[config.mk]
export PLATFORM = sky130hd
export DESIGN_NAME = masked_symmetric_scan_smoother_core
export DESIGN_NICKNAME = d
export VERILOG_FILES = /design/src/design/mssm_pkg.sv /design/src/design/masked_symmetric_scan_smoother_core.sv /design/src/design/mssm_window.sv /design/src/design/mssm_mac.sv
export SDC_FILE = /design/constraint.sdc
export NUM_CORES = 2
export LEC_CHECK = 0
export ABC_AREA = 1
export BUFFER_PORTS_ARGS = -buffer_cell sky130_fd_sc_hd__buf_4
export CAP_MARGIN = 20
export CORE_MARGIN = 2
export CORE_UTILIZATION = 65
export CTS_CLUSTER_SIZE = 16
export DETAILED_ROUTE_END_ITERATION = 8
export PLACE_DENSITY = 0.83
export SLEW_MARGIN = 20
export SYNTH_ARGS = -nofsm -noshare
export SYNTH_HDL_FRONTEND = slang
export SYNTH_SLANG_ARGS = --single-unit
[constraint.sdc]
create_clock -name clk -period 30.5 [get_ports clk]
set_input_delay 3.05 -clock clk [delete_from_list [all_inputs] [get_ports clk]]
set_output_delay 3.05 -clock clk [all_outputs]
set_load 0.02 [all_outputs]
[src/design/mssm_pkg.sv]
// Shared types, register codes and tap helpers for the masked scan smoother.
package mssm_pkg;

    localparam int READING_W  = 24;
    localparam int TAP_W      = 16;
    localparam int K_W        = 3;
    localparam int SEQ_W      = K_W + 1;
    localparam int PROD_W     = READING_W + TAP_W;
    localparam int ACC_W      = 44;
    localparam int CFG_IDX_W  = 2;
    localparam int CFG_DATA_W = 64;

    // Configuration register indexes
    localparam logic [CFG_IDX_W-1:0] REG_NEIGHBOUR_COUNT = 2'd0;
    localparam logic [CFG_IDX_W-1:0] REG_TAPS_LOW        = 2'd1;
    localparam logic [CFG_IDX_W-1:0] REG_TAPS_HIGH       = 2'd2;

    localparam logic [K_W-1:0]   K_RESET    = 3'd1;
    localparam logic [ACC_W-1:0] ROUND_BIAS = 44'h0000_0008_000;

    typedef struct packed {
        logic [READING_W-1:0] reading;
        logic                 reading_ok;
        logic                 scan_end;
    } in_item_t;

    typedef struct packed {
        logic [READING_W-1:0] smoothed;
        logic                 smoothed_ok;
        logic                 last_of_scan;
    } out_item_t;

    // Sequencer to window store
    typedef struct packed {
        logic push;
        logic restart;
    } win_ctrl_t;

    // Sequencer to multiply-accumulate unit
    typedef struct packed {
        logic clear;
        logic mul_en;
    } mac_ctrl_t;

    // Pick tap idx out of the two packed tap words (four Q0.16 taps each)
    function automatic logic [TAP_W-1:0] tap_select(input logic [CFG_DATA_W-1:0] lo,
                                                    input logic [CFG_DATA_W-1:0] hi,
                                                    input logic [K_W-1:0]        idx);
        logic [CFG_DATA_W-1:0] w;
        w = idx[K_W-1] ? hi : lo;
        return w[{idx[1:0], 4'b0000} +: TAP_W];
    endfunction

endpackage

[src/design/masked_symmetric_scan_smoother_core.sv]
// Top level: masked symmetric scan smoother with one shared multiply-accumulate.
//
//  Channel | Ports                                    | Direction | Handshake
//  --------+------------------------------------------+-----------+----------------------
//  input   | in_valid, in_stall, in_data              | in        | valid / stall
//  output  | out_valid, out_stall, out_data           | out       | valid / stall
//  config  | cfg_valid, cfg_ready, cfg_index, cfg_data| in        | valid / ready
//
// Each result takes a centre read, 2K+1 taps through the shared multiplier,
// a drain of the product register and a load of the output register.
// A result with an invalid centre skips the taps and the drain.
// An item is accepted and planned before its results are made; the last ray
// of a scan yields up to 8 results at K=7.
// rst_n clears the sequencer, window flags, ray counter and taps; K resets to 1.
// in_stall stays high while an item is in work; a stalled output holds the
// sequencer in its result state until the output register frees up.
module masked_symmetric_scan_smoother_core
    import mssm_pkg::*;
#(
    parameter int MAX_NEIGHBOURS = 7,
    parameter int MAX_RAYS       = 4096
) (
    input  logic                  clk,
    input  logic                  rst_n,
    input  logic                  in_valid,
    output logic                  in_stall,
    input  in_item_t              in_data,
    output logic                  out_valid,
    input  logic                  out_stall,
    output out_item_t             out_data,
    input  logic                  cfg_valid,
    output logic                  cfg_ready,
    input  logic [CFG_IDX_W-1:0]  cfg_index,
    input  logic [CFG_DATA_W-1:0] cfg_data
);

    localparam int WIN_DEPTH = 2 * MAX_NEIGHBOURS + 1;
    localparam int IDX_W     = $clog2(WIN_DEPTH);
    localparam int POS_CAP   = (MAX_RAYS > WIN_DEPTH) ? MAX_RAYS : WIN_DEPTH;
    localparam int POS_W     = $clog2(POS_CAP + 1);

    typedef enum logic [2:0] {
        S_IDLE,
        S_PLAN,
        S_CENTRE,
        S_MAC,
        S_DRAIN,
        S_RESULT
    } state_t;

    state_t                  state_reg, state_next;

    logic [K_W-1:0]          k_reg;
    logic [CFG_DATA_W-1:0]   taps_lo_reg;
    logic [CFG_DATA_W-1:0]   taps_hi_reg;
    logic [K_W-1:0]          k_act;

    logic [K_W-1:0]          d_reg;
    logic [SEQ_W-1:0]        jj_reg;
    logic                    end_reg;
    logic [READING_W-1:0]    cv_reg;
    logic                    cv_ok_reg;
    logic                    out_valid_reg;
    out_item_t               out_data_reg;

    logic                    in_accept;
    logic                    cfg_write;
    logic                    k_write;
    logic                    out_free;
    logic                    emit_done;
    logic                    scan_done;
    logic                    has_result;
    logic [K_W-1:0]          d_plan;
    logic [POS_W-1:0]        pos_m1;

    logic [SEQ_W-1:0]        dk;
    logic [SEQ_W-1:0]        nd;
    logic [SEQ_W-1:0]        two_k;
    logic [K_W-1:0]          tap_idx;
    logic [IDX_W-1:0]        rd_idx;
    logic [READING_W-1:0]    rd_value;
    logic                    rd_ok;
    logic [POS_W-1:0]        position;
    logic [READING_W-1:0]    mac_result;

    win_ctrl_t               win_ctrl;
    mac_ctrl_t               mac_ctrl;

    // Handshakes
    assign in_stall  = (state_reg != S_IDLE);
    assign in_accept = in_valid && !in_stall;
    assign cfg_ready = 1'b1;
    assign cfg_write = cfg_valid && cfg_ready;
    assign k_write   = cfg_write && (cfg_index == REG_NEIGHBOUR_COUNT);
    assign out_free  = !out_valid_reg || !out_stall;

    // Configuration registers
    always_ff @(posedge clk or negedge rst_n)
    begin
        if (!rst_n)
        begin
            k_reg       <= K_RESET;
            taps_lo_reg <= '0;
            taps_hi_reg <= '0;
        end
        else if (cfg_write)
        begin
            unique case (cfg_index)
                REG_NEIGHBOUR_COUNT: k_reg       <= cfg_data[K_W-1:0];
                REG_TAPS_LOW:        taps_lo_reg <= cfg_data;
                REG_TAPS_HIGH:       taps_hi_reg <= cfg_data;
                default: ;
            endcase
        end
    end

    assign k_act = (32'(k_reg) > MAX_NEIGHBOURS) ? K_W'(MAX_NEIGHBOURS) : k_reg;

    // Result planning: one centre K back, or on scan end all pending ones
    assign has_result = (POS_W'(k_act) < position);
    assign pos_m1     = position - 1'b1;
    assign d_plan     = (pos_m1 < POS_W'(k_act)) ? K_W'(pos_m1) : k_act;

    // Neighbour index and tap for the current step, j = jj - k
    assign dk      = SEQ_W'(d_reg) + SEQ_W'(k_act);
    assign nd      = (jj_reg > dk) ? '0 : dk - jj_reg;
    assign two_k   = {k_act, 1'b0};
    assign tap_idx = (jj_reg >= SEQ_W'(k_act)) ? K_W'(jj_reg - SEQ_W'(k_act))
                                                : K_W'(SEQ_W'(k_act) - jj_reg);
    assign rd_idx  = (state_reg == S_MAC) ? IDX_W'(nd) : IDX_W'(d_reg);

    assign emit_done = (state_reg == S_RESULT) && out_free;
    assign scan_done = emit_done && end_reg && (d_reg == '0);

    assign win_ctrl.push    = in_accept;
    assign win_ctrl.restart = k_write || scan_done;
    assign mac_ctrl.clear   = (state_reg == S_CENTRE);
    assign mac_ctrl.mul_en  = (state_reg == S_MAC);

    mssm_window #(
        .MAX_NEIGHBOURS (MAX_NEIGHBOURS),
        .MAX_RAYS       (MAX_RAYS)
    ) u_window (
        .clk       (clk),
        .rst_n     (rst_n),
        .ctrl      (win_ctrl),
        .push_item (in_data),
        .rd_idx    (rd_idx),
        .rd_value  (rd_value),
        .rd_ok     (rd_ok),
        .position  (position)
    );

    mssm_mac u_mac (
        .clk     (clk),
        .rst_n   (rst_n),
        .ctrl    (mac_ctrl),
        .operand (rd_ok ? rd_value : cv_reg),
        .tap     (tap_select(taps_lo_reg, taps_hi_reg, tap_idx)),
        .result  (mac_result)
    );

    // Sequencer next state
    always_comb
    begin
        state_next = state_reg;
        unique case (state_reg)
            S_IDLE:
            begin
                if (in_accept)
                begin
                    state_next = S_PLAN;
                end
            end
            S_PLAN:
            begin
                if (end_reg || has_result)
                begin
                    state_next = S_CENTRE;
                end
                else
                begin
                    state_next = S_IDLE;
                end
            end
            S_CENTRE:
            begin
                state_next = rd_ok ? S_MAC : S_RESULT;
            end
            S_MAC:
            begin
                if (jj_reg == two_k)
                begin
                    state_next = S_DRAIN;
                end
            end
            S_DRAIN:
            begin
                state_next = S_RESULT;
            end
            S_RESULT:
            begin
                if (out_free)
                begin
                    state_next = (end_reg && d_reg != '0) ? S_CENTRE : S_IDLE;
                end
            end
            default:
            begin
                state_next = S_IDLE;
            end
        endcase
    end

    // Sequencer state, centre value and registered output
    always_ff @(posedge clk or negedge rst_n)
    begin
        if (!rst_n)
        begin
            state_reg     <= S_IDLE;
            out_valid_reg <= 1'b0;
            out_data_reg  <= '0;
            end_reg       <= 1'b0;
            d_reg         <= '0;
            jj_reg        <= '0;
            cv_reg        <= '0;
            cv_ok_reg     <= 1'b0;
        end
        else
        begin
            state_reg <= state_next;
            if (in_accept)
            begin
                end_reg <= in_data.scan_end;
            end
            if (state_reg == S_PLAN)
            begin
                d_reg <= end_reg ? d_plan : k_act;
            end
            if (state_reg == S_CENTRE)
            begin
                cv_reg    <= rd_value;
                cv_ok_reg <= rd_ok;
                jj_reg    <= '0;
            end
            if (state_reg == S_MAC && jj_reg != two_k)
            begin
                jj_reg <= jj_reg + 1'b1;
            end
            if (emit_done)
            begin
                out_valid_reg             <= 1'b1;
                out_data_reg.smoothed     <= cv_ok_reg ? mac_result : '0;
                out_data_reg.smoothed_ok  <= cv_ok_reg;
                out_data_reg.last_of_scan <= end_reg && (d_reg == '0);
                if (end_reg && d_reg != '0)
                begin
                    d_reg <= d_reg - 1'b1;
                end
            end
            else if (out_valid_reg && !out_stall)
            begin
                out_valid_reg <= 1'b0;
            end
        end
    end

    assign out_valid = out_valid_reg;
    assign out_data  = out_data_reg;

    a_out_from_result: assert property (@(posedge clk) disable iff (!rst_n)
        $rose(out_valid_reg) |-> $past(state_reg == S_RESULT))
        else $error("output loaded outside the result state");

    a_tap_count: assert property (@(posedge clk) disable iff (!rst_n)
        (state_reg == S_MAC) |-> (jj_reg <= two_k))
        else $error("tap counter ran past 2K");

    a_invalid_zero: assert property (@(posedge clk) disable iff (!rst_n)
        (out_valid_reg && !out_data_reg.smoothed_ok) |-> (out_data_reg.smoothed == '0))
        else $error("invalid result carries a nonzero value");

    a_accept_plans: assert property (@(posedge clk) disable iff (!rst_n)
        in_accept |=> (state_reg == S_PLAN))
        else $error("accepted transaction not planned");

endmodule

[src/design/mssm_window.sv]
// Reading window: shift line of recent rays, first ray of the scan, ray counter.
module mssm_window
    import mssm_pkg::*;
#(
    parameter int MAX_NEIGHBOURS = 7,
    parameter int MAX_RAYS       = 4096,
    localparam int WIN_DEPTH = 2 * MAX_NEIGHBOURS + 1,
    localparam int IDX_W     = $clog2(WIN_DEPTH),
    localparam int POS_CAP   = (MAX_RAYS > WIN_DEPTH) ? MAX_RAYS : WIN_DEPTH,
    localparam int POS_W     = $clog2(POS_CAP + 1)
) (
    input  logic                 clk,
    input  logic                 rst_n,
    input  win_ctrl_t            ctrl,
    input  in_item_t             push_item,
    input  logic [IDX_W-1:0]     rd_idx,
    output logic [READING_W-1:0] rd_value,
    output logic                 rd_ok,
    output logic [POS_W-1:0]     position
);

    logic [READING_W-1:0] values_reg [WIN_DEPTH];
    logic                 flags_reg  [WIN_DEPTH];
    logic [READING_W-1:0] first_value_reg;
    logic                 first_ok_reg;
    logic [POS_W-1:0]     pos_reg;
    logic                 use_first;

    // Value shift line, entry 0 newest
    always_ff @(posedge clk)
    begin
        if (ctrl.push)
        begin
            values_reg[0] <= push_item.reading;
            for (int i = 1; i < WIN_DEPTH; i++)
            begin
                values_reg[i] <= values_reg[i-1];
            end
        end
    end

    // Valid flags, first ray and ray counter
    always_ff @(posedge clk or negedge rst_n)
    begin
        if (!rst_n)
        begin
            for (int i = 0; i < WIN_DEPTH; i++)
            begin
                flags_reg[i] <= 1'b0;
            end
            first_ok_reg <= 1'b0;
            pos_reg      <= '0;
        end
        else
        begin
            if (ctrl.push)
            begin
                flags_reg[0] <= push_item.reading_ok;
                for (int i = 1; i < WIN_DEPTH; i++)
                begin
                    flags_reg[i] <= flags_reg[i-1];
                end
            end
            if (ctrl.restart)
            begin
                first_ok_reg <= 1'b0;
                pos_reg      <= '0;
            end
            else if (ctrl.push)
            begin
                if (pos_reg == '0)
                begin
                    first_ok_reg <= push_item.reading_ok;
                end
                if (pos_reg < POS_W'(POS_CAP))
                begin
                    pos_reg <= pos_reg + 1'b1;
                end
            end
        end
    end

    always_ff @(posedge clk)
    begin
        if (ctrl.push && !ctrl.restart && pos_reg == '0)
        begin
            first_value_reg <= push_item.reading;
        end
    end

    // Read port: positions older than the scan's first ray fall back to it
    assign use_first = (POS_W'(rd_idx) >= pos_reg) || (32'(rd_idx) >= WIN_DEPTH);

    always_comb
    begin
        if (use_first)
        begin
            rd_value = first_value_reg;
            rd_ok    = first_ok_reg;
        end
        else
        begin
            rd_value = values_reg[rd_idx];
            rd_ok    = flags_reg[rd_idx];
        end
    end

    assign position = pos_reg;

    a_restart_clears: assert property (@(posedge clk) disable iff (!rst_n)
        ctrl.restart |=> (pos_reg == '0 && !first_ok_reg))
        else $error("window restart did not clear the ray counter");

    a_pos_capped: assert property (@(posedge clk) disable iff (!rst_n)
        pos_reg <= POS_W'(POS_CAP))
        else $error("ray counter beyond its cap");

endmodule

[src/design/mssm_mac.sv]
// Shared multiply-accumulate unit with rounding and 24-bit saturation.
module mssm_mac
    import mssm_pkg::*;
(
    input  logic                 clk,
    input  logic                 rst_n,
    input  mac_ctrl_t            ctrl,
    input  logic [READING_W-1:0] operand,
    input  logic [TAP_W-1:0]     tap,
    output logic [READING_W-1:0] result
);

    logic [PROD_W-1:0]        prod_reg;
    logic                     prod_vld_reg;
    logic [ACC_W-1:0]         acc_reg;
    logic [ACC_W:0]           rounded;
    logic [ACC_W-TAP_W:0]     scaled;

    // Product stage
    always_ff @(posedge clk or negedge rst_n)
    begin
        if (!rst_n)
        begin
            prod_vld_reg <= 1'b0;
        end
        else
        begin
            prod_vld_reg <= ctrl.mul_en;
        end
    end

    always_ff @(posedge clk)
    begin
        if (ctrl.mul_en)
        begin
            prod_reg <= operand * tap;
        end
    end

    // Accumulate stage
    always_ff @(posedge clk)
    begin
        if (ctrl.clear)
        begin
            acc_reg <= '0;
        end
        else if (prod_vld_reg)
        begin
            acc_reg <= acc_reg + ACC_W'(prod_reg);
        end
    end

    // Round half up, drop the Q0.16 fraction, saturate
    assign rounded = {1'b0, acc_reg} + {1'b0, ROUND_BIAS};
    assign scaled  = rounded[ACC_W:TAP_W];
    assign result  = (|scaled[ACC_W-TAP_W:READING_W]) ? {READING_W{1'b1}}
                                                     : scaled[READING_W-1:0];

endmodule
Word level (Yosys, flattened, before mapping). Memory sizes are Yosys's and may differ from the RTL's. Cells that the tools add are included.

Bits in writable memories: 360. Word-level logic and storage cells: 141. Input port bits: 97. Memories kept: 1. Output and inout bits: 29. Bits in registers: 332.

Memories: u_window.values_reg (depth 15, width 24, rd ports 15, clocked after Yosys merged registers in 0, write ports 15, line mssm_window.sv:22) `logic [READING_W-1:0] values_reg [WIN_DEPTH];`.

Reductions and logical operators: 37. Bitwise gates (word level): 1. Order comparisons: 8. Add/subtract/negate cells: 10. Multipliers: 1. Shifts and indexed selects: 1. Muxes and demuxes: 36. Eq/ne operators: 12.

Operators by type and width (count): $mux W24 (4); $mux W64 (1); $shiftx A64 B7 Y16 (1); $add A44 B16 Y45 const B (1); $add A44 B40 Y44 (1); $mul A24 B16 Y40 (1); $mux W13 (3); $mux W3 (10); $pmux W3 S6 (1); $mux W4 (4); $add A13 B1 Y13 const B (1); $ge A4 B13 Y1 (1); $logic_not A13 Y1 (1); $lt A13 B13 Y1 const B (1); $lt A13 B3 Y1 (1); $lt A3 B13 Y1 (1); $sub A13 B1 Y13 const B (1); $logic_and A1 B1 Y1 (11); $mux W1 (10); $reduce_and A2 Y1 (5); $reduce_bool A2 Y1 (5); $eq A3 B2 Y1 const B (2); $eq A3 B3 Y1 const B (2); $logic_not A3 Y1 (2); other kinds (24) (35).

Logic depth before layout (Yosys ltp).
Word-level depth: 11. Depth in mapped cells: 50. Mapped depth without buffers: 48.

Cells and area by module. Synthesis repeated with hierarchy kept, for this count alone.

Cell total of the unflattened synthesis: 5943. Area, all modules: 47848.4 um2.

By module, submodules not included: mssm_mac (area each 19999.2 um2, instances 1, cells an instance 2888, seq. area each 2107.0 um2); mssm_window (area each 17757.0 um2, instances 1, cells an instance 1719, seq. area each 12256.8 um2); masked_symmetric_scan_smoother_core (area each 10092.2 um2, instances 1, cells an instance 1336, seq. area each 4855.9 um2).

Worst setup path after synthesis. No wires, ideal clock.

Path kind: input to register. Start: input port in_valid. End: register end_reg. Path buffers: 1. Arrival time: 13457 ps. Stages: 4. Library setup time: 592 ps. Path slack: 16451 ps. Data required time: 29908 ps. Cell sequence: inv_1 nor2_2 clkbuf_1 o21ai_0.

Longest elaborated chain between the ends: 1.

Ends and longest elaborated chain: start: declaration (line masked_symmetric_scan_smoother_core.sv:25) `input logic in_valid,`; $logic_and A1 B1 Y1 (line masked_symmetric_scan_smoother_core.sv:91) `assign in_accept = in_valid && !in_stall;`; via in_accept (line masked_symmetric_scan_smoother_core.sv:66) `logic in_accept;`; end signal: assignment (line masked_symmetric_scan_smoother_core.sv:234) `end_reg <= in_data.scan_end;`; end: declaration (line masked_symmetric_scan_smoother_core.sv:60) `logic end_reg;`.

The timed path passes the listed nets, and every way through them passes these cells. A chain may end at the register's enable or synchronous reset.

Worst setup path in the final report.
Start: register d_reg[0]. End: register u_mac.prod_reg[38], data pin.

Longest elaborated chain between the ends: 11. Elaborated cells between the ends (all ways): 17. Those cells by class: 2 x add/sub; 1 x mul; 3 x order compare; 8 x mux; 1 x bitwise; 1 x reduce/logical; 1 x memory.

Ends and longest elaborated chain: start: declaration (line masked_symmetric_scan_smoother_core.sv:58) `logic [K_W-1:0] d_reg;`; start signal: assignment (line masked_symmetric_scan_smoother_core.sv:238) `d_reg <= end_reg ? d_plan : k_act;`; start signal: assignment (line masked_symmetric_scan_smoother_core.sv:258) `d_reg <= d_reg - 1'b1;`; $add A3 B3 Y4 (line masked_symmetric_scan_smoother_core.sv:125) `assign dk = SEQ_W'(d_reg) + SEQ_W'(k_act);`; $sub A4 B4 Y4 / $gt A4 B4 Y1 (equally long branches) (line masked_symmetric_scan_smoother_core.sv:126) `assign nd = (jj_reg > dk) ? '0 : dk - jj_reg;`; $mux W4 (line masked_symmetric_scan_smoother_core.sv:126); $mux W4 * (line masked_symmetric_scan_smoother_core.sv:130) `assign rd_idx = (state_reg == S_MAC) ? IDX_W'(nd) : IDX_W'(d_reg);`; branches (longest 5 deep; another with $ge A4 B13 Y1); $mux W24 * (line masked_symmetric_scan_smoother_core.sv:158) `.operand (rd_ok ? rd_value : cv_reg),`; $mul A24 B16 Y40 * (line mssm_mac.sv:36) `prod_reg <= operand * tap;`; end signal: assignment (line mssm_mac.sv:36); end: declaration (line mssm_mac.sv:13) `logic [PROD_W-1:0] prod_reg;`.

Every way passes the cells marked *. The select of a mux whose other input is x is not followed.

==> flow_summary_export.csv <==
group,metric,value,unit
run_status,outcome,"complete, no violations",
setup_path,start_kind,"flip-flop",
setup_path,reg2reg_from,"d_reg[0]$_DFF_PN0_",
synthesis,synth_top_area_frac,0.276,
sta,worst_slew_pin_slew,1.07,ns
routing,firstDrtPassIters,6,
sta,min_period_over_period,0.387,
global_routing,antenna_found_initial,1,
clock_network,path_clk_slew,0.06,ns
routing,wl_per_cell,19.3,µm
synthesis,synth_area_leaders,"edfxtp_1, fa_1, dfrtp_1, nand2_1, inv_1",
synthesis,async_flop_share,0.324,
setup_path,rr_worst_depth,44,
global_routing,globalRouteOverflowTotal,0,
sta,period_needed,11.79,ns
clock_network,root_buffer,"clkbuf_16",
synthesis,yosysWarningCount,0,
routing,antenna_left,0,
synthesis,synthCells,5180,
setup_path,max_stage_delay,0.83,ns
synthesis,synth_area,0.0462,mm²
place,place_inst,6069,
clock_network,htree_levels,3,
global_routing,grt_pass1_wl,192,mm
global_routing,grtUsageTotal,0.333,
clock_network,ctsResizeCount,0,
global_routing,top_usage_layer,"met2",
global_routing,met2_usage,0.534,
synthesis,ys_ff_latch,692,
setup_path,path_class,"flip-flop to flip-flop",
routing,drcViolationCount,0,
floorplanning,die_width,271,µm
floorplanning,core-area,0.0701,mm²
synthesis,ys_seq_area_frac,0.416,
layout,largest_register_ffs,360,
place,port_buffers,124,
floorplanning,fp.dieH,271,µm
sta,grt_setup_unrepaired,"no",
synthesis,postSynthAreaPerCell,8.92,µm²
setup_path,startpoint,"d_reg[0]$_DFF_PN0_",
sta,final_max_slew_viol_count,0,
setup_path,cp.required,30.88,ns
setup_path,cp.arrival,12.17,ns
global_routing,grt_max_degree,182,
place,dp_slack,18.71,ns
routing,vias,36200,
global_routing,use_met1,0.444,
synthesis,synthDistinctLibCells,56,
routing,drt_wl_total,120,mm
sta,skew,0.0235,ns
clock_network,numClockSinks,692,
synthesis,synth_edf_count,424,
clock_network,cts_made_buffers,73,
synthesis,syn-num-nets,5766,
synthesis,ys.flop_type,"edfxtp_1",
global_routing,grt_util_met3,0.0664,
setup_path,critPathCaptureType,"flip-flop",
routing,viasPerCell,5.84,
routing,drtIter0Drc,4068,
floorplanning,row_count,97,
floorplanning,die_area,0.0732,mm²
sta,final-setup-viol-count,0,
clock_network,clkLatencyLatePin,0.64,ns
sta,finalSetupTns,0,ns
clock_network,postCtsSetupRepairBufs,0,
setup_path,crit_top_cell,"fa_1",
place,dp_hpwl,85.8,mm
layout,syn_to_final_growth,8.38,%
worst_hold_path,hp-start,"u_window.values_reg[1][8]$_DFFE_PP_",
setup_path,crit_slowest_cell,"nand2_8",
clock_network,ctsHoldBuffers,0,
worst_hold_path,hold_path.class,"flip-flop to flip-flop",
worst_hold_path,hold_path_depth,0,
floorplanning,initial_utilization,0.658,
clock_network,cts_tree,"yes",
place,gp_congestion,1.02,
run,max_cap_violations,0,
sta,relSlewSlack,0.285,
floorplanning,num_io_pins,126,
sta,hold_viol,0,
sta,fmax,0.0848,GHz
layout,fin_cells,6204,
synthesis,yosysTopAreaCell,"edfxtp_1",
layout,final_nets,5790,
sta,layout_setup_ws,18.71,ns
global_routing,grt_pass1_vias,36400,
layout,drive_above_1_share,0.0737,
setup_path,cp_max_fo,170,
clock_network,cts.path.max_buffers,3,
==> synth_stat cells, types with 59 or more instances <==
library cell and count:
nand2_1 956, inv_1 882, nand3_1 477, edfxtp_1 424, o21ai_0 411, nor2_1 366, fa_1 311, a21oi_1 225
dfrtp_1 223, ha_1 178, clkbuf_1 86, buf_2 74, xor2_1 66, o211ai_1 59
==> final timing paths <==
path / to / slack, ns
setup reg to reg: u_mac.prod_reg[38]$_DFFE_PP_ / 18.71
hold / removal: u_window.values_reg[2][8]$_DFFE_PP_ / 0.44
min in group asynchronous: u_window.position[11]$_DFFE_PN0P_ / 2.44
setup / recovery: u_mac.prod_reg[38]$_DFFE_PP_ / 18.71
hold reg to reg: u_window.values_reg[2][8]$_DFFE_PP_ / 0.44
max in group asynchronous: taps_hi_reg[60]$_DFFE_PN0P_ / 25.86
==> kinds of logic (layout without fill, tap and decap cells) <==
logic type               count (synthesis)  count (layout)  share of synthesized area
multiplexers                             1               1                   0.000244
XOR/XNOR                                96              96                     0.0182
AO/OA/AOI/OAI                          815             815                     0.0969
buffers and inverters                 1104            1187                     0.0976
AND/OR/NAND/NOR                       1982            1982                      0.188
other                                    1               2                  0.0000812
flip-flops                             692             692                      0.416
adder cells (fa/ha/maj)                489             489                      0.183
==> through the flow <==
step	utilization	cell area (µm²)	hold slack, ns
3_3_place_gp	0.677	47500	0.420
4_1_cts	0.713	50000	0.439
6_report	0.713	50100	0.438
2_1_floorplan	-	46200	0.417
3_5_place_dp	0.677	47500	0.426
5_1_grt	0.713	50000	0.445
==> layout make-up <==
type	count	area (µm²)
Fill cell	5357	20100
Clock inverter	31	382
Multi-Input combinational cell	3384	22500
Timing Repair Buffer	159	1220
Inverter	894	3360
Tap cell	940	1180
Antenna cell	1	2.50
Clock buffer	103	2150
Sequential cell	692	19200
==> layout by cell type (no fill, tap or decap), drive strengths merged, types with 3 or more instances in the layout <==
cell type,n
edfxtp,424
a22oi,3
fa,311
a21oi,226
o21ai,434
clkbuf,103
nor3,31
xnor2,30
buf,159
xor2,66
clkinv,24
dfrtp,223
a21boi,5
ha,178
dfxtp,44
nor4,9
nand4,22
nand2,1005
and2,3
o21bai,29
nor2,374
o221ai,7
a31oi,21
or2,30
nand3b,27
bufinv,5
o211ai,59
nand3,479
a21o,13
inv,894
o22ai,8
o21a,4
==> routing by layer <==
layer  routed length (µm)  part of all wire
met3                11200             0.094
met5                   16           0.00013
met2                55900              0.47
met4                 5360             0.045
met1                47500              0.40
==> worst max-delay path, delay by kind of cell, from the launching register on <==
family                   cells  cell delay, ns
XOR/XNOR                     1            0.13
buffers and inverters        9            1.48
adder cells (fa/ha/maj)     11            4.87
AO/OA/AOI/OAI                9            1.57
flip-flops                   1            0.45
AND/OR/NAND/NOR             14            3.00
Power is left out: the tool's default activity adds up to more than one toggle a clock period on the data nets, which glitch-free logic cannot reach.
